### src/hw/rtl/ohlc_pkg.sv
// ohlc_pkg: shared types, constants and bar record layout for the ohlc bar aggregator
// no dependencies
package ohlc_pkg;

  localparam int PAIR_COUNT  = 64;
  localparam int NUM_PERIODS = 3;
  localparam int SLOTS       = PAIR_COUNT * NUM_PERIODS;
  localparam int SLOT_W      = $clog2(SLOTS);
  localparam int PAIR_W      = 6;
  localparam int TIME_W      = 48;
  localparam int QUEUE_DEPTH = 2;

  localparam logic [31:0] MINUTE_RESET = 32'd60000;
  localparam logic [31:0] HOUR_RESET   = 32'd3600000;
  localparam logic [31:0] DAY_RESET    = 32'd86400000;

  localparam logic [1:0] REG_MINUTE = 2'd0;
  localparam logic [1:0] REG_HOUR   = 2'd1;
  localparam logic [1:0] REG_DAY    = 2'd2;

  localparam logic [1:0] PER_MINUTE = 2'd0;
  localparam logic [1:0] PER_HOUR   = 2'd1;
  localparam logic [1:0] PER_DAY    = 2'd2;

  typedef struct packed {
    logic [PAIR_W-1:0] pair;
    logic [31:0]       price;
    logic [31:0]       qty;
    logic [TIME_W-1:0] t;
  } trade_t;

  // stored bar record
  typedef struct packed {
    logic [TIME_W-1:0] begin_t;
    logic [31:0]       open_p;
    logic [31:0]       high_p;
    logic [31:0]       low_p;
    logic [31:0]       close_p;
    logic [63:0]       amount;
    logic [63:0]       volume;
    logic [31:0]       count;
  } bar_t;

  localparam int BAR_W = $bits(bar_t);

  typedef enum logic [2:0] {
    ST_IDLE, ST_READ, ST_CALC, ST_MUL, ST_ALIGN, ST_WRITE
  } bk_state_t;

endpackage

### src/hw/rtl/ohlc_front.sv
// ohlc_front: accepts trades, drops out-of-range pairs, queues the rest
// depends on ohlc_pkg
module ohlc_front import ohlc_pkg::*; (
  input  logic   clk,
  input  logic   rst_n,
  input  logic   start,
  input  trade_t trade,
  output logic   busy,
  output logic   q_valid,
  output trade_t q_data,
  input  logic   q_pop
);
  trade_t                       q_r [QUEUE_DEPTH];
  logic [$clog2(QUEUE_DEPTH):0] cnt_r, cnt_nxt;
  logic                         push;

  assign busy    = (cnt_r == ($clog2(QUEUE_DEPTH)+1)'(QUEUE_DEPTH));
  assign push    = start && !busy && (32'(trade.pair) < PAIR_COUNT);
  assign q_valid = (cnt_r != '0);
  assign q_data  = q_r[0];

  always_comb begin
    cnt_nxt = cnt_r + (push ? 1'b1 : 1'b0) - (q_pop ? 1'b1 : 1'b0);
  end

  always_ff @(posedge clk) begin
    if (!rst_n) cnt_r <= '0;
    else cnt_r <= cnt_nxt;
  end

  // shift queue: head at entry 0
  always_ff @(posedge clk) begin
    if (push && (cnt_r == '0 || (q_pop && cnt_r == 2'd1))) q_r[0] <= trade;
    else if (q_pop) q_r[0] <= q_r[1];
    if (push && !q_pop && cnt_r == 2'd1) q_r[1] <= trade;
  end
endmodule

### config.mk
export PLATFORM = sky130hd
export DESIGN_NAME = ohlc_front
export DESIGN_NICKNAME = d
export VERILOG_FILES = /design/src/hw/rtl/ohlc_pkg.sv /design/src/hw/rtl/ohlc_front.sv
export SDC_FILE = /design/constraint.sdc
export NUM_CORES = 1
export LEC_CHECK = 0
export ABC_AREA = 1
export BUFFER_PORTS_ARGS = -buffer_cell sky130_fd_sc_hd__buf_2
export CORE_MARGIN = 5
export CORE_UTILIZATION = 48
export CTS_CLUSTER_SIZE = 14
export DETAILED_ROUTE_END_ITERATION = 12
export GPL_TIMING_DRIVEN = 0
export PLACE_DENSITY = 0.75
export SYNTH_ARGS = -nofsm -noshare
export SYNTH_HDL_FRONTEND = slang
export SYNTH_SLANG_ARGS = --single-unit
### constraint.sdc
create_clock -name clk -period 9.96 [get_ports clk]
set_input_delay 0.996 -clock clk [delete_from_list [all_inputs] [get_ports clk]]
set_output_delay 0.996 -clock clk [all_outputs]
set_load 0.05 [all_outputs]
After elaboration in Yosys (flattened, before gate mapping)
Memory sizes are Yosys's and may differ from the RTL's.
Index checks and enable logic that the tools add are counted.
{"block": "word_totals", "regBits": 2, "ram_bits": 236, "output_inout_bits": 120, "mem_count": 1}
{"name": "q_r", "depth": 2, "width": 118, "rd": 2, "rd_ports_with_merged_regs": 0, "write_ports": 1, "line": "ohlc_front.sv:13", "source": "trade_t q_r [QUEUE_DEPTH];"}
{"block": "classes", "add_sub_neg": 2, "eq_ne": 2, "mux": 13, "n_bitwise": 1, "n_reduce_logical": 11}
{"operator": "$mux W118", "n": 2}
{"operator": "$reduce_or A118 Y1", "n": 1}
{"operator": "$mux W1", "n": 11}
{"operator": "$logic_and A1 B1 Y1", "n": 5}
{"operator": "$add A2 B1 Y2", "n": 1}
{"operator": "$eq A2 B1 Y1 const B", "n": 1}
{"operator": "$eq A2 B2 Y1 const B", "n": 1}
{"operator": "$logic_not A1 Y1", "n": 2}
{"operator": "$logic_not A2 Y1", "n": 1}
{"operator": "$reduce_bool A2 Y1", "n": 1}
{"operator": "$sub A2 B1 Y2", "n": 1}
{"operator": "$logic_or A1 B1 Y1", "n": 1}
{"operator": "$or A1 B1 Y1", "n": 1}

Depth between registers and ports, before layout
Gate-level depths: netlist of the first run.
{"block": "depth", "ltp_word": 9, "mapped_depth": 11, "depth_no_buf": 11}

Least setup slack after synthesis of the first run
Ideal clock, no wire load.
{"block": "synth_path", "kind": "input to register", "from": "input port start", "to": "memory q_r[0][0] (netlist bit) (enable)", "setup_ns": 0.758, "t_arrival_ns": 9.498, "required_time_ns": 9.202, "setup_slack_ns": -0.296, "stages": 3, "path_buffers": 1, "path_cell_list": "nand2_2 buf_4 o21ai_0"}
{"block": "synth_between", "elab_chain_cells": 7, "elab_cells_between_ends": 14, "classes_between": "8 x mux; 1 x bitwise; 5 x reduce/logical"}
{"element": "from (decl)", "line": "ohlc_front.sv:6", "source": "input logic start,"}
{"element": "$logic_and A1 B1 Y1 (*)", "line": "ohlc_front.sv:18", "source": "assign push = start && !busy && (32'(trade.pair) < PAIR_COUNT);"}
{"element": "$logic_and A1 B1 Y1 (2 in series)", "line": "ohlc_front.sv:35", "source": "if (push && !q_pop && cnt_r == 2'd1) q_r[1] <= trade;"}
{"element": "$mux W1", "line": "ohlc_front.sv:35"}
{"element": "$mux W1 (implied by the code)", "line": "ohlc_front.sv:35"}
{"element": "$reduce_or A118 Y1 (no source line)"}
{"element": "$mux W1 (no source line)"}
{"element": "to (decl)", "line": "ohlc_front.sv:13"}
Every way passes the cells marked *; elsewhere a longest branch is shown, timed or not.

Worst setup path after layout of the first run
{"block": "layout_path", "from": "input port q_pop", "to": "memory q_r[0][174] (netlist bit) (enable)"}
{"block": "layout_between", "elab_chain_cells": 7, "elab_cells_between_ends": 17, "classes_between": "9 x mux; 1 x bitwise; 7 x reduce/logical"}
{"element": "from (decl)", "line": "ohlc_front.sv:11", "source": "input logic q_pop"}
{"element": "$logic_not A1 Y1 or $logic_and A1 B1 Y1 (tied branches)", "line": "ohlc_front.sv:35, ohlc_front.sv:33"}
{"element": "$logic_and A1 B1 Y1 or $logic_or A1 B1 Y1 (tied branches)", "line": "ohlc_front.sv:35, ohlc_front.sv:33"}
{"element": "$logic_and A1 B1 Y1 (on tied branches)", "line": "ohlc_front.sv:35, ohlc_front.sv:33"}
{"element": "$mux W1 (on tied branches)", "line": "ohlc_front.sv:35, ohlc_front.sv:33"}
{"element": "$mux W1 (on tied branches)", "line": "ohlc_front.sv:35, ohlc_front.sv:33, ohlc_front.sv:34"}
{"element": "$reduce_or A118 Y1 (no source line) or $or A1 B1 Y1 (tied branches)"}
{"element": "$mux W1 (no source line)"}
Parallel ways exist; a longest one is shown, timed or not.

==> metrics.md, run 1 <==
| Metric | Value |
|---|---|
| Clock latency at the later pin of the worst-skew pair | 0.51 ns |
| Most numerous cell in the Yosys netlist | nand2_1 |
| Clock transition at path regs | around 0.06 ns |
| Gr usage total | 16.47% |
| CP Max Fanout | 36 |
| RD Place Congestion | 0.8075 |
| Seq. cell area | between 0.007 and 0.008 mm² |
| Worst setup margin | roughly 7 ns |
| Final period util | 27.88% |
| Relative slew slack | 48.97% |
| Pwr Density | between 200 and 250 mW/mm² |
| YS warnings | 0 |
| Max cap viols | 0 |
| Status | finished, final reports clean |
| Initial Utilization | between 40% and 50% |
| Ys flop type | edfxtp_1 |
| Largest net degree at the start of global routing | 37 |
| Worst VDD drop | 0.0001678 V |
| Dominant cell type by area after synthesis | edfxtp_1 |
| Total routed wirelength | around 20000 µm |
| Max Freq | around 0.36 GHz |
| Clk_skew | 0.005551 ns |
| Final setup vio count | 0 |
| Core area | 0.02030 mm² |
| Setup TNS | 0 ns |
| Startpoint Class | input port |
| Die width | between 150 and 200 µm |
| Most frequent cells after synthesis | nand2_1 (241), edfxtp_1 (236), buf_4 (120) |
| Placed cells | 1292 |
| Finished layout cell area | about 0.012 mm² |
| Required time worst endpoint | a little over 10 ns |
| Vias per cell | 4.720 |
| Post-layout min period | between 2 and 3 ns |
| DRT iter0 DRCs | 321 |
| DPL Wire Length | between 10000 and 15000 µm |
| Sequential-to-total area share from yosys stat | 71.92% |
| CTS resizes | 0 |
| Clock buffers created by TritonCTS | 25 |
| Vias in the first global route | 6334 |
| Placed Area | ~0.012 mm² |
| Multi-input logic area | between 0.0015 and 0.002 mm² |
| Post-CTS Setup Inserts | 0 |
| Clock sinks | 238 |
| Grt ovf | 0 |
| Root Buffer | clkbuf_16 |
| TritonCTS clock tree | done |
| Post-route ant nets | 0 |
| Wire per inst | between 15 and 20 µm |
| EDFF count, synth | 236 |
| Netlist cell types | 16 |
| Share of layout cells above drive strength 1 | 41.99% |
| WS Path Type | input port to flop |
| Avg Inst Size Synth | around 13 µm² |
| Fin. max-slew vios | 0 |
| Layout fillers | 1627 |
| Nets | 1174 |
| Post-route DRC | 0 |
| Initial antenna violation count | 4 |
| # H-tree levels | 1 |
| Layout area overhead | 25.29% |
| Layout Cells excl Fill | 1338 |
| Die Ht | between 150 and 200 µm |
| FFs w/ async S/R, synth | 0% |
| # port buffers | 241 |
| Post-synth top area share | 71.52% |
| Global-route wire length before repair | 31430 µm |
| Die area | approximately 0.024 mm² |
| WP data arrival | about 3.0 ns |
| Yosys reg bits | 238 |
| Rows | 52 |
| Post-Syn Area | 0.009910 mm² |
| RSZ-0062 raised after global routing | false |
| Final Hold Viols | 0 |
| Via Count | roughly 6300 |
| Syn Nets | 898 |
| Lkg Pwr | 5.563 nW |
| Cts hold-fix bufs | 0 |
| Drt pass-1 iters | 7 |
| Clock buffer depth | 3 |
| DP Worst Slack | 6.619 ns |
| Area contributors post-synth | edfxtp_1 (72%), nand2_1 (9.1%), buf_4 (9.1%) |
| Mapped Cells | 773 |
| HP Class | flop to flop |
| Util after Layout | 61.16% |
| Worst slew pin tran | 0.7636 ns |
| Number of top-level pins | roughly 240 |
| Crit end category | flop |
## placed cells by master, fill, tap and decap left out
master and count:
nand2_1 241, or2_2 1, inv_1 6, bufinv_16 1, dfxtp_1 2, nor2_1 2, edfxtp_1 236, ha_1 3
clkbuf_16 25, a21oi_1 1, clkbuf_1 3, inv_2 1, clkinv_2 8, nand3_1 119, nand2_4 1, o21ai_0 1
clkinv_4 1, o21ai_4 1, clkinv_1 5, buf_6 14, nor2_4 1, buf_16 4, diode_2 1, buf_12 4
clkinvlp_4 1, inv_6 1, nand2_2 1, buf_4 120, buf_2 263
## layer usage
metal | GRT usage (%) | wire, µm
met2 | 28.20 | 9871
met3 | 5.621 | 1946
met4 | 5.130 | 529
met1 | 19.73 | 7900
met5 | 0 | 29
## cell type report
cell class              instances  area share, %
multi-input cells             372          12.94
clock inverters                17         0.9171
clock buffers                  28          5.129
plain buffers                 156          9.412
flip-flops and latches        238          57.40
repair buffers                249          11.25
diodes                          1        0.02016
well taps                     270          2.721
inverters                       7         0.2116
## cell families after synthesis
| logic type | after synthesis | share of synthesized area (%) |
|---|---|---|
| compound gates | 3 | 0.1515 |
| fa+ha+maj | 3 | 0.3788 |
| buf+inv | 163 | 12.06 |
| flops | 238 | 71.92 |
| simple gates | 366 | 15.49 |
## critical path: stages
cell and delay, ns:
buf_2 0.13, buf_2 0.19, inv_1 0.13, ha_1 0.16, nand2_1 0.08, nor2_4 0.60
buf_16 0.25, buf_16 0.18, buf_12 0.22
## flip-flops by register name, indices dropped and copies added (netlist names)
| signal | count |
|---|---|
| q_r | 236 |
| cnt_r | 2 |
## path summary, 6_finish.rpt
path | startpoint | endpoint | slack, ns | cells after the start
worst max-delay path | q_pop | q_r[0][174] | 7.18 | 9
worst min-delay path | q_r[0][231] | q_r[0][113] | 0.54 | 2
worst max register to register | cnt_r[0] | q_r[0][174] | 7.45 | 8
worst min register to register | q_r[0][231] | q_r[0][113] | 0.54 | 2
## where the power goes
group / total (mW) / switching [mW] / internal (mW)
combinational: 0.617 / 0.420 / 0.197
clock: 0.847 / 0.361 / 0.486
sequential: 1.24 / 0.0251 / 1.22
## stage by stage
stage               hold WS, ns  power [mW]
global route             0.5642       2.826
floorplan                0.5244       1.738
CTS                      0.5448       2.742
detailed placement       0.5321       1.886
global placement         0.5291       1.881
finish                   0.5433       2.707
Note: power is estimated with default switching activity, not from simulation.
==> inputs of run 2 (changes only) <==
==> constraint.sdc (replaced) <==
create_clock -name clk -period 2.4 [get_ports clk]
set_input_delay 0.24 -clock clk [delete_from_list [all_inputs] [get_ports clk]]
set_output_delay 0.24 -clock clk [all_outputs]
set_load 0.05 [all_outputs]
==> metrics.md, run 2 (same netlist as run 1, synthesis figures left out) <==
| Metric | Value |
|---|---|
| Status | finished, final reports clean |
| Wire per inst | 15.86 µm (+4.6%) |
| RSZ-0062 raised after global routing | false |
| Relative slew slack | 35.95% (-13 points) |
| Vias in the first global route | 7165 (+13%) |
| Clock buffers created by TritonCTS | 25 (unchanged) |
| Clock latency at the later pin of the worst-skew pair | 0.51 ns (about the same) |
| Die Ht | 153.7 µm (unchanged) |
| Layout Cells excl Fill | 1456 (+8.8%) |
| Crit end category | flop |
| CTS resizes | 0 (unchanged) |
| Hold path cells | 5 (+3) |
| # H-tree levels | 1 (unchanged) |
| Post-route ant nets | 0 (unchanged) |
| CP bufs+invs | 3 (-3) |
| Worst slew pin tran | 0.9585 ns (+0.1950 ns) |
| Root Buffer | clkbuf_16 |
| Final period util | 93.38% |
| Largest regs | q_r: 236 flops, cnt_r: 2 flops |
| Via Count | 6911 (+9.4%) |
| RD Place Congestion | 0.7761 (-3.9%) |
| WP data arrival | 2.45 ns (-0.53 ns) |
| R2r setup slk | 0.16 ns (-7.29 ns) |
| DPL Wire Length | 14450 µm (-0.62%) |
| Nets | 1292 (+10%) |
| Hold path start | q_pop |
| Max reg flops | 236 (unchanged) |
| DRT iter0 DRCs | 335 (+4.4%) |
| Layout area overhead | 36.96% |
| Initial Utilization | 48.82% (unchanged) |
| Most frequent cells in the layout | buf_2 (263), nand2_1 (241), edfxtp_1 (236) |
| Number of top-level pins | 242 (unchanged) |
| Largest net degree at the start of global routing | 34 (-8.1%) |
| Initial antenna violation count | 2 (-2) |
| Worst VDD drop | 0.0005609 V (+230%) |
| Clk_skew | 0.01164 ns (+0.006092 ns) |
| Final Power | 11.45 mW (+320%) |
| Crit-path cells | inv_2, o21ai_0, inv_1, ha_1, nand2_1, nor2_4, buf_12 |
| Max Freq | 0.4462 GHz |
| Rows | 52 (unchanged) |
| TritonCTS clock tree | done |
| R2R depth | 7 (-1) |
| CP top delay family | simple AND/OR/NAND/NOR gates |
| Lkg Pwr | 6.040 nW (+8.6%) |
| WHS Endpoint | cnt_r[1] |
| Clock sinks | 238 (unchanged) |
| Most common cell after layout, fill and taps aside | buf_2 |
| Post-route DRC | 0 (unchanged) |
| Die area | 0.02362 mm² (unchanged) |
| Core area | 0.02030 mm² (unchanged) |
| Gr usage total | 19.06% (+2.6 points) |
| HP Class | input port to flop |
| Largest Register | q_r |
| Die width | 153.7 µm (unchanged) |
| Final Hold Viols | 0 (unchanged) |
| CP Max Fanout | 32 (-11%) |
| DP Worst Slack | 0.04795 ns (-6.571 ns) |
| Grt ovf | 0 (unchanged) |
| Max stage delay on crit path | 0.76 ns (+0.16 ns) |
| Post-layout min period | 2.241 ns |
| Total routed wirelength | 23090 µm (+14%) |
| Layout fillers | 1426 (-12%) |
| Fin. max-slew vios | 0 (unchanged) |
| Reg2reg end | q_r[0][184] |
| Seq. cell area | 0.007129 mm² (about the same) |
| Max cap viols | 0 (unchanged) |
| Worst setup margin | 0.1590 ns (-7.024 ns) |
| Startpoint Class | flop |
| Reg-to-reg startpoint | cnt_r[1] |
| Share of layout cells above drive strength 1 | 37.75% (-4.2 points) |
| Critical path launch point | cnt_r[1] |
| Clock transition at path regs | 0.06 ns (about the same) |
| Clock buffer depth | 3 (unchanged) |
| Final setup vio count | 0 (unchanged) |
| Placed cells | 1291 (-0.077%) |
| WS Path Type | flop to flop |
| Required time worst endpoint | 2.61 ns (-7.55 ns) |
| Pwr Density | 843.7 mW/mm² (+290%) |
| Drt pass-1 iters | 5 (-2) |
| # port buffers | 241 (unchanged) |
| Multi-input logic area | 0.001612 mm² (+0.31%) |
| CP max stage cell | nor2_4 |
| Vias per cell | 4.747 (+0.57%) |
| Global-route wire length before repair | 36700 µm (+17%) |
-- run 2: metrics by stage --
stage | hold WS, ns | instance area [µm²] | utilization, % | TNS (ns)
after global placement | 0.4317 | 11480 | 56.57 | -338.47
final | 0.2555 | 13570 | 66.86 | 0
after detailed placement | 0.4320 | 11630 | 57.30 | 0
after CTS | 0.2381 | 13570 | 66.83 | 0
after global routing | 0.2917 | 13570 | 66.86 | 0
after floorplan | 0.3376 | 9940 | - | -134.53
-- run 2: power breakdown --
part           internal (mW)  switching, mW  leakage [nW]
sequential              5.06          0.110          2.28
clock                   2.01           1.53         0.367
combinational          0.941           1.80          3.39
-- run 2: layout make-up --
| type | count | share of cell area [%] |
|---|---|---|
| clock buffers | 28 | 4.693 |
| flip-flops and latches | 238 | 52.53 |
| inverters | 7 | 0.1936 |
| well taps | 270 | 2.489 |
| multi-input cells | 372 | 11.87 |
| plain buffers | 156 | 8.638 |
| repair buffers | 367 | 18.75 |
| clock inverters | 16 | 0.7928 |
| diodes | 2 | 0.03688 |
-- run 2: what timing repair did --
action / in CTS / in global routing
endpoints found under the hold margin: 184 / 0
hold buffers: 119 / 0
setup buffers: 0 / 0
-- run 2: how the worst max path moves through the flow --
stage | slack (ns) | cells past startpoint | end
6_report | 0.16 | 7 | q_r[0][184]
4_1_cts | 0.14 | 7 | q_r[0][188]
2_1_floorplan | -0.58 | 4 | q_r[0][0]
3_3_place_gp | -1.45 | 4 | q_r[0][47]
5_1_grt | 0.02 | 7 | q_r[0][184]
3_5_place_dp | 0.05 | 7 | q_r[0][171]
-- run 2: tightest hold or removal path, delay by kind of cell --
| kind | cells | cell delay, ns |
|---|---|---|
| AND/OR/NAND/NOR | 1 | 0.05 |
| AO/OA/AOI/OAI | 1 | 0.11 |
| buffers and inverters | 2 | 0.18 |
| adder cells (fa/ha/maj) | 1 | 0.15 |
-- run 2: routing by layer --
layer | vias up | part of all wire (%) | GRT usage [%]
met5 | - | 0 | 0
met4 | 0 | 3.0 | 6.392
met3 | 51 | 7.1 | 4.075
met2 | 276 | 52 | 34.22
met1 | 3235 | 38 | 22.86
li1 | 3349 | - | -
==> inputs of run 3 (changes only) <==
--- a/config.mk
+++ b/config.mk
@@ -8,11 +8,11 @@
 export ABC_AREA = 1
 export BUFFER_PORTS_ARGS = -buffer_cell sky130_fd_sc_hd__buf_2
 export CORE_MARGIN = 5
-export CORE_UTILIZATION = 48
+export CORE_UTILIZATION = 58
 export CTS_CLUSTER_SIZE = 14
 export DETAILED_ROUTE_END_ITERATION = 12
 export GPL_TIMING_DRIVEN = 0
-export PLACE_DENSITY = 0.75
+export PLACE_DENSITY = 0.85
 export SYNTH_ARGS = -nofsm -noshare
 export SYNTH_HDL_FRONTEND = slang
 export SYNTH_SLANG_ARGS = --single-unit
==> constraint.sdc (replaced) <==
create_clock -name clk -period 2.75 [get_ports clk]
set_input_delay 0.275 -clock clk [delete_from_list [all_inputs] [get_ports clk]]
set_output_delay 0.275 -clock clk [all_outputs]
set_load 0.05 [all_outputs]
==> metrics.md, run 3 (same netlist as run 1, synthesis figures left out) <==
| Metric | Value |
|---|---|
| Global-route wire length before repair | 38390 µm (+4.6%) |
| # H-tree levels | 1 (unchanged) |
| Largest net degree at the start of global routing | 36 (+5.9%) |
| Worst VDD drop | 0.0006758 V (+20%) |
| Rows | 47 (-9.6%) |
| GR Util met2 | 44.05% (+9.8 points) |
| Gr usage total | 24.40% (+5.3 points) |
| Clock buffer depth | 3 (unchanged) |
| Met3 Usage GRT | 5.113% (+1.0 points) |
| Largest regs | q_r: 236 flops, cnt_r: 2 flops |
| Die area | 0.01980 mm² (-16%) |
| Grt ovf | 0 (unchanged) |
| Initial antenna violation count | 1 (-1) |
| CTS resizes | 0 (unchanged) |
| Clock latency at the later pin of the worst-skew pair | 0.51 ns (about the same) |
| Clk_skew | 0.007370 ns (-0.004273 ns) |
| Nets | 1292 (unchanged) |
| Final setup vio count | 0 (unchanged) |
| WP data arrival | 2.54 ns (+0.09 ns) |
| Final Hold Viols | 0 (unchanged) |
| Pwr Density | 742.1 mW/mm² (-12%) |
| RD Place Congestion | 0.7657 (-1.3%) |
| Post-layout min period | 2.343 ns (+0.1019 ns) |
| Wire per inst | 17.83 µm (+12%) |
| Die width | 140.7 µm (-8.4%) |
| Status | finished, final reports clean |
| Clock buffers created by TritonCTS | 24 (-4.0%) |
| Layout area overhead | 36.58% |
| Most common cell after layout, fill and taps aside | buf_2 |
| Placed Area | 0.01160 mm² (-0.24%) |
| Util after Layout | 81.04% (+14 points) |
| Root Buffer | clkbuf_16 |
| Crit end category | flop |
| Vias in the first global route | 7534 (+5.2%) |
| Startpoint Class | flop |
| Final Power | 10.04 mW (-12%) |
| DPL Wire Length | 14370 µm (-0.56%) |
| Max reg flops | 236 (unchanged) |
| Finished layout cell area | 0.01353 mm² (-0.28%) |
| Total routed wirelength | 25060 µm (+8.5%) |
| Post-route DRC | 0 (unchanged) |
| Max cap viols | 0 (unchanged) |
| Number of top-level pins | 242 (unchanged) |
| Most frequent cells in the layout | buf_2 (263), nand2_1 (241), edfxtp_1 (236) |
| Clock sinks | 238 (unchanged) |
| Cts hold-fix bufs | 119 (unchanged) |
| Initial Utilization | 59.33% (+11 points) |
| RSZ-0062 raised after global routing | false |
| Layout Cells excl Fill | 1405 (-3.5%) |
| TritonCTS clock tree | done |
| WS Path Type | flop to flop |
| Vias per cell | 5.148 (+8.5%) |
| Worst slew pin tran | 0.6661 ns (-0.2925 ns) |
| CP Max Fanout | 34 (+6.3%) |
| Placed cells | 1242 (-3.8%) |
| Lkg Pwr | 6.052 nW (+0.21%) |
| Clock transition at path regs | 0.06 ns (about the same) |
| Gr busiest metal | met2 |
| Share of layout cells above drive strength 1 | 37.84% (+0.084 points) |
| Met1 usage | 28.94% (+6.1 points) |
| Post-CTS Setup Inserts | 0 (unchanged) |
| Max Freq | 0.4268 GHz (-4.3%) |
| Post-route ant nets | 0 (unchanged) |
| Setup TNS | 0 ns (unchanged) |
| Core area | 0.01670 mm² (-18%) |
| Required time worst endpoint | 2.95 ns (+0.34 ns) |
| Final period util | 85.20% (-8.2 points) |
| Relative slew slack | 55.49% (+20 points) |
| Via Count | 7233 (+4.7%) |
| DRT iter0 DRCs | 575 (+72%) |
| Die Ht | 140.7 µm (-8.4%) |
| Fin. max-slew vios | 0 (unchanged) |
| # port buffers | 241 (unchanged) |
| Largest Register | q_r |
| Drt pass-1 iters | 5 (unchanged) |
| HP Class | input port to flop |
run 3: changes by cell type in the layout (fill, tap and decap cells not counted), sizes merged:
cell / change
clkbuf: +4
clkinv: -4
buf: +1
diode: -1
inv: -1
run 3: layout make-up:
type | count | area [µm²]
sequential | 238 | 7129
fill | 842 | 3167
timing repair buffer | 368 | 2580
multi-input combinational | 372 | 1612
buffer | 156 | 1172
clock buffer | 32 | 651.9
tap | 220 | 275.3
clock inverter | 11 | 85.08
inverter | 7 | 26.28
antenna | 1 | 2.502
run 3: routing by layer:
metal,part of all wire [%],vias up
met4,3.2,0
met5,0,-
met2,53,412
li1,-,3344
met1,35,3409
met3,8.9,68
run 3: final timing paths:
path,startpoint,endpoint,slack [ns],depth (start not counted)
setup / recovery,cnt_r[1],q_r[0][140],0.41,8
setup reg to reg,cnt_r[1],q_r[0][140],0.41,8
hold reg to reg,q_r[0][138],q_r[0][20],0.54,2
hold / removal,q_pop,cnt_r[1],0.33,5
run 3: critical path, cell delays in order, from the launching register on:
cell,delay (ns)
dfxtp_2,0.35
inv_2,0.10
o21ai_0,0.12
inv_1,0.09
ha_1,0.15
nand2_1,0.08
nor2_4,0.55
buf_12,0.30
buf_12,0.24
run 3: stage by stage:
stage                     worst slack [ns]  hold WS, ns
after CTS                           0.4382       0.2939
after global placement              -1.110       0.4664
after detailed placement            0.3312       0.4674
final                               0.4070       0.3328
after global routing                0.2664       0.3664
after floorplan                    -0.2309       0.3726
run 3: power breakdown:
group / switching, mW / total, mW / internal [mW]
Sequential: 0.108 / 4.52 / 4.41
Combinational: 1.61 / 2.45 / 0.834
Clock: 1.31 / 3.08 / 1.76
Total: 3.03 / 10.0 / 7.01
